### src/sv/ils_div.sv
// Pipelined restoring divider, one quotient bit per register stage, with a
// side-band word carried alongside. Depends on nothing.
module ils_div #(
    parameter int QW = 19,
    parameter int DW = 16,
    parameter int SW = 3
) (
    input  logic          i_clk,
    input  logic          i_rst_n,
    input  logic          i_valid,
    output logic          o_ready,
    input  logic [DW-1:0] i_rem,
    input  logic [QW-1:0] i_low,
    input  logic [DW-1:0] i_div,
    input  logic [SW-1:0] i_side,
    output logic          o_valid,
    input  logic          i_ready,
    output logic [QW-1:0] o_quo,
    output logic [SW-1:0] o_side
);

    logic          s_valid [0:QW];
    logic [DW-1:0] s_rem   [0:QW];
    logic [QW-1:0] s_low   [0:QW];
    logic [DW-1:0] s_div   [0:QW];
    logic [SW-1:0] s_side  [0:QW];
    logic          s_ready [0:QW];

    assign s_valid[0] = i_valid;
    assign s_rem[0]   = i_rem;
    assign s_low[0]   = i_low;
    assign s_div[0]   = i_div;
    assign s_side[0]  = i_side;
    assign s_ready[QW] = i_ready;
    assign o_ready = s_ready[0];

    for (genvar k = 0; k < QW; k++) begin : g_stage
        logic          r_valid;
        logic [DW-1:0] r_rem;
        logic [QW-1:0] r_low;
        logic [DW-1:0] r_div;
        logic [SW-1:0] r_side;
        logic [DW:0]   trial;
        logic          ge;
        logic [DW:0]   diff;
        logic [DW-1:0] n_rem;
        logic [QW-1:0] n_low;

        assign trial = {s_rem[k], s_low[k][QW-1]};
        assign ge    = trial >= {1'b0, s_div[k]};
        assign diff  = trial - {1'b0, s_div[k]};
        assign n_rem = ge ? diff[DW-1:0] : trial[DW-1:0];
        assign n_low = {s_low[k][QW-2:0], ge};
        assign s_ready[k] = !r_valid || s_ready[k+1];

        always_ff @(posedge i_clk) begin
            if (!i_rst_n) begin
                r_valid <= 1'b0;
            end else if (s_ready[k]) begin
                r_valid <= s_valid[k];
            end
        end

        always_ff @(posedge i_clk) begin
            if (s_ready[k]) begin
                r_rem  <= n_rem;
                r_low  <= n_low;
                r_div  <= s_div[k];
                r_side <= s_side[k];
            end
        end

        assign s_valid[k+1] = r_valid;
        assign s_rem[k+1]   = r_rem;
        assign s_low[k+1]   = r_low;
        assign s_div[k+1]   = r_div;
        assign s_side[k+1]  = r_side;
    end

    assign o_valid = s_valid[QW];
    assign o_quo   = s_low[QW];
    assign o_side  = s_side[QW];

endmodule

### config.mk
export PLATFORM = sky130hd
export DESIGN_NAME = ils_div
export DESIGN_NICKNAME = d
export VERILOG_FILES = /design/src/sv/ils_div.sv
export SDC_FILE = /design/constraint.sdc
export NUM_CORES = 2
export LEC_CHECK = 0
export ABC_AREA = 1
export BUFFER_PORTS_ARGS = -buffer_cell sky130_fd_sc_hd__buf_2
export CORE_ASPECT_RATIO = 1.4
export CORE_MARGIN = 2
export CORE_UTILIZATION = 25
export DETAILED_ROUTE_END_ITERATION = 16
export GPL_TIMING_DRIVEN = 0
export SLEW_MARGIN = 20
export SYNTH_ARGS = -nofsm -noshare
export SYNTH_HDL_FRONTEND = slang
export SYNTH_SLANG_ARGS = --single-unit
### constraint.sdc
create_clock -name i_clk -period 13.01 [get_ports i_clk]
set_input_delay 3.2525 -clock i_clk [delete_from_list [all_inputs] [get_ports i_clk]]
set_output_delay 3.2525 -clock i_clk [all_outputs]
set_load 0.05 [all_outputs]
## After elaboration in Yosys (flattened, before gate mapping)

Index checks and enable logic that the tools add are counted.

- Register bits after elaboration: 1013
- Bits of input ports: 58
- Output and inout bits: 24
- Word-level logic and storage cells: 186

- Add/sub/neg operators: 18
- Order comparisons: 19
- Mux-type cells: 18
- Reduce and logical (&&, ||, !) cells: 38

Operator list:

| operator | count |
|---|---|
| 17-bit by 16-bit greater-or-equal comparator with 1-bit output | 19 |
| 16-bit 2-to-1 mux | 18 |
| 16-bit subtractor | 18 |
| 1-bit zero test | 19 |
| 1-bit logical OR | 19 |

## Depth between registers and ports, before layout

- Word-level depth: 20
- Mapped depth: 17
- Depth with buffers taken out: 17

## Worst setup path after synthesis

Ideal clock, no wire load.

- Path type: input -> output
- From: input port i_ready
- To: output port o_ready
- Arrival: 8.033 ns
- Data required time: 9.757 ns
- Path slack: 1.724 ns
- Stages: 10
- Buffers on the path: 0
- Cells stage by stage: inv_1 nand4_4 nor2_4 nand4_4 nor2_4 nand4_4 nor2_4 nand4_4 nor2_8 nand4_4

RTL lines:

| item | line | RTL |
|---|---|---|
| from (decl) | 17 | `input logic i_ready,` |
| to (decl) | 11 | `output logic o_ready,` |

==> flow_metrics.env <==
export IMPL_wl_met2_mm=65.2
export IMPL_routed_wl_mm=109
export IMPL_synth_fp_nets=4406
export IMPL_cp_common_cell="nand4_4"
export IMPL_postRouteAntennaNets=0
export IMPL_min_period_over_period=0.936
export IMPL_status="finished, final reports clean"
export IMPL_fp_row_count=189
export IMPL_syn_to_final_growth_pct=15.7
export IMPL_overflow=0
export IMPL_drive_gt1_frac=0.0821
export IMPL_tightest_slew_ns=1.03
export IMPL_setup_viol=0
export IMPL_rsz0062_at_grt="no"
export IMPL_synthCells=4026
export IMPL_wl_met3_mm=2.87
export IMPL_clock_path_buffers=3
export IMPL_io_buffers=81
export IMPL_worstPathRequired_ns=9.76
export IMPL_cts_tree="built"
export IMPL_insertion_delay_ns=0.70
export IMPL_clock_sinks=1013
export IMPL_holdPathStages=0
export IMPL_synth_seq_area_share=0.636
export IMPL_drcViolationCount=0
export IMPL_via_per_inst=4.31
export IMPL_max_cap_violations=0
export IMPL_critPathMaxStageDelay_ns=0.78
export IMPL_skew_ns=0.0298
export IMPL_ios=82
export IMPL_power_density_nw_per_um2=240
export IMPL_ys_top_cells_by_area="edfxtp_1 63%, ha_1 8.0%, nand2_1 5.3%, a21oi_1 4.5%, inv_1 3.6%"
export IMPL_post_dp_hpwl_mm=85.5
export IMPL_fmax_ghz=0.0822
export IMPL_die_area_um2=194000
export IMPL_core_um2=189000
export IMPL_min_period_ns=12.17
export IMPL_cts_root_buffer="clkbuf_16"
export IMPL_antenna_found_initial=0
export IMPL_synth_top_area_cell="edfxtp_1"
export IMPL_first_pass_iters=5
export IMPL_async_flop_share=0
export IMPL_yosys_warnings=0
export IMPL_min_path_type="register to register"
export IMPL_slew_headroom=0.316
export IMPL_clk_pin_slew_worst_paths_ns=0.06
export IMPL_die_w_um=372
export IMPL_drt_iter0_markers=1335
export IMPL_grt_max_degree=57
export IMPL_nFillCells=19200
export IMPL_place_ws_ns=-1.00
export IMPL_final_cells=6794
export IMPL_start_util=0.251
export IMPL_grt_pass1_vias=31300
export IMPL_ctsHoldBuffers=0
export IMPL_crit_slowest_cell="nand4_4"
export IMPL_synth_edff_count=994
export IMPL_nNetsFinal=4605
export IMPL_diodes=0
export IMPL_crit_chain="buf_2, inv_1, nand4_4, nor2_4, nand4_4, nor2_4, nand4_4, nor2_4, nand4_4, nor2_8, nand4_4, buf_2"
export IMPL_met1_length_mm=33.3
export IMPL_synth_top_area_share=0.628
export IMPL_track_usage=0.112
export IMPL_tns_ns=0
export IMPL_syn_cell_area_um2=47500
export IMPL_grt_pass1_wl_mm=168
export IMPL_critPathKind="input pin to output pin"
export IMPL_ff2ff_path_depth=9
export IMPL_synthTopCellsByCount="994 x edfxtp_1, 668 x nand2_1, 460 x inv_1"
export IMPL_h_tree_depth=3
export IMPL_crit_fanout=56
export IMPL_cp_arrival_ns=8.92
export IMPL_cts_buffers=104
export IMPL_place_inst=6598
export IMPL_finalPower_uw=13200
export IMPL_start_kind="input pin"
export IMPL_vias=29300
export IMPL_avgSynthCellArea_um2=11.8
export IMPL_maxSlewViolCount=0
export IMPL_hold_violations=0
export IMPL_synth_distinct_cells=41
export IMPL_synth_ff_type="edfxtp_1"
export IMPL_leakagePower_uw=0.0225
export IMPL_whs_ns=0.406
export IMPL_place_gp_congestion=0.931
export IMPL_crit_path_end_kind="output pin"
export IMPL_vdd_drop_max_v=0.000121
export IMPL_wl_per_cell_um=16.0
export IMPL_die_h_um=520
export IMPL_ys_ff_latch=1013
export IMPL_yosysMostFrequentCell="edfxtp_1"
export IMPL_top_layer="met4"
export IMPL_fin_ws_ns=0.838
state kept, by name, summed over array words and instances (netlist names):
name and cells:
g_stage.r_div 288, g_stage.r_low 342, g_stage.r_rem 288, g_stage.r_side 54, g_stage.r_valid 18, o_quo 19, o_side 3, o_valid 1
through the flow:
step	utilization	instance area (um2)
final	0.291	55000
after global routing	0.291	55000
after CTS	0.290	55000
after detailed placement	0.271	51300
after global placement	0.270	51000
after floorplan	-	47500
critical path, delay by kind of cell:
kind                   cells  cell delay [ns]
buffers and inverters      3             0.82
AND/OR/NAND/NOR            9             4.75
layout by cell type (no fill, tap or decap), drive strengths merged, types with 118 or more instances in the layout:
| cell | instances |
|---|---|
| xnor2 | 118 |
| nand3 | 174 |
| nand2 | 675 |
| clkbuf | 133 |
| buf | 144 |
| nor2 | 302 |
| edfxtp | 994 |
| inv | 461 |
| o21ai | 167 |
| a21oi | 435 |
| ha | 304 |
power by group:
| part | switching, uW | total, uW | internal [uW] |
|---|---|---|---|
| sequential | 379 | 5110 | 4730 |
| clock | 1260 | 3110 | 1840 |
| combinational | 3190 | 4970 | 1780 |
logic make-up (layout without fill, tap and decap cells):
kind of cell / after synthesis / in the layout / share of synthesized area
simple gates: 1251 / 1255 / 0.112
flops: 1013 / 1013 / 0.636
compound gates: 701 / 701 / 0.0810
buf+inv: 523 / 804 / 0.0435
xor+xnor: 216 / 216 / 0.0398
fa+ha+maj: 322 / 322 / 0.0876
timing repair:
action | in CTS | in global routing
endpoints found under the setup margin | 1 | 1
pin swaps | 5 | 1
gates resized for setup | 0 | 0
setup buffers | 0 | 0
cloned | 3 | 1
hold endpoints to repair | 0 | 0
area by class of cell:
class / instances / area, um2 / area share
buffer: 62 / 338 / 0.00614
clock buffer: 126 / 2780 / 0.0505
clock inverter: 66 / 843 / 0.0153
inverter: 461 / 1730 / 0.0315
multi-input combinational: 2494 / 15400 / 0.279
sequential: 1013 / 30200 / 0.550
tap: 2483 / 3110 / 0.0565
timing repair buffer: 89 / 596 / 0.0108
worst paths after layout:
check / endpoint / slack, ns / from
hold / removal: g_stage[9].r_low[11] / 0.41 / g_stage[8].r_low[10]
setup / recovery: o_ready / 0.84 / i_ready
setup reg to reg: g_stage[0].r_rem[13] / 7.01 / o_valid
hold reg to reg: g_stage[9].r_low[11] / 0.41 / g_stage[8].r_low[10]
per-layer routing:
layer | vias up | global-route usage
met2 | 525 | 0.240
met3 | 301 | 0.0172
met5 | - | 0
li1 | 14600 | -
met1 | 13800 | 0.0897
met4 | 0 | 0.0687
(Power assumes the default switching activity.)
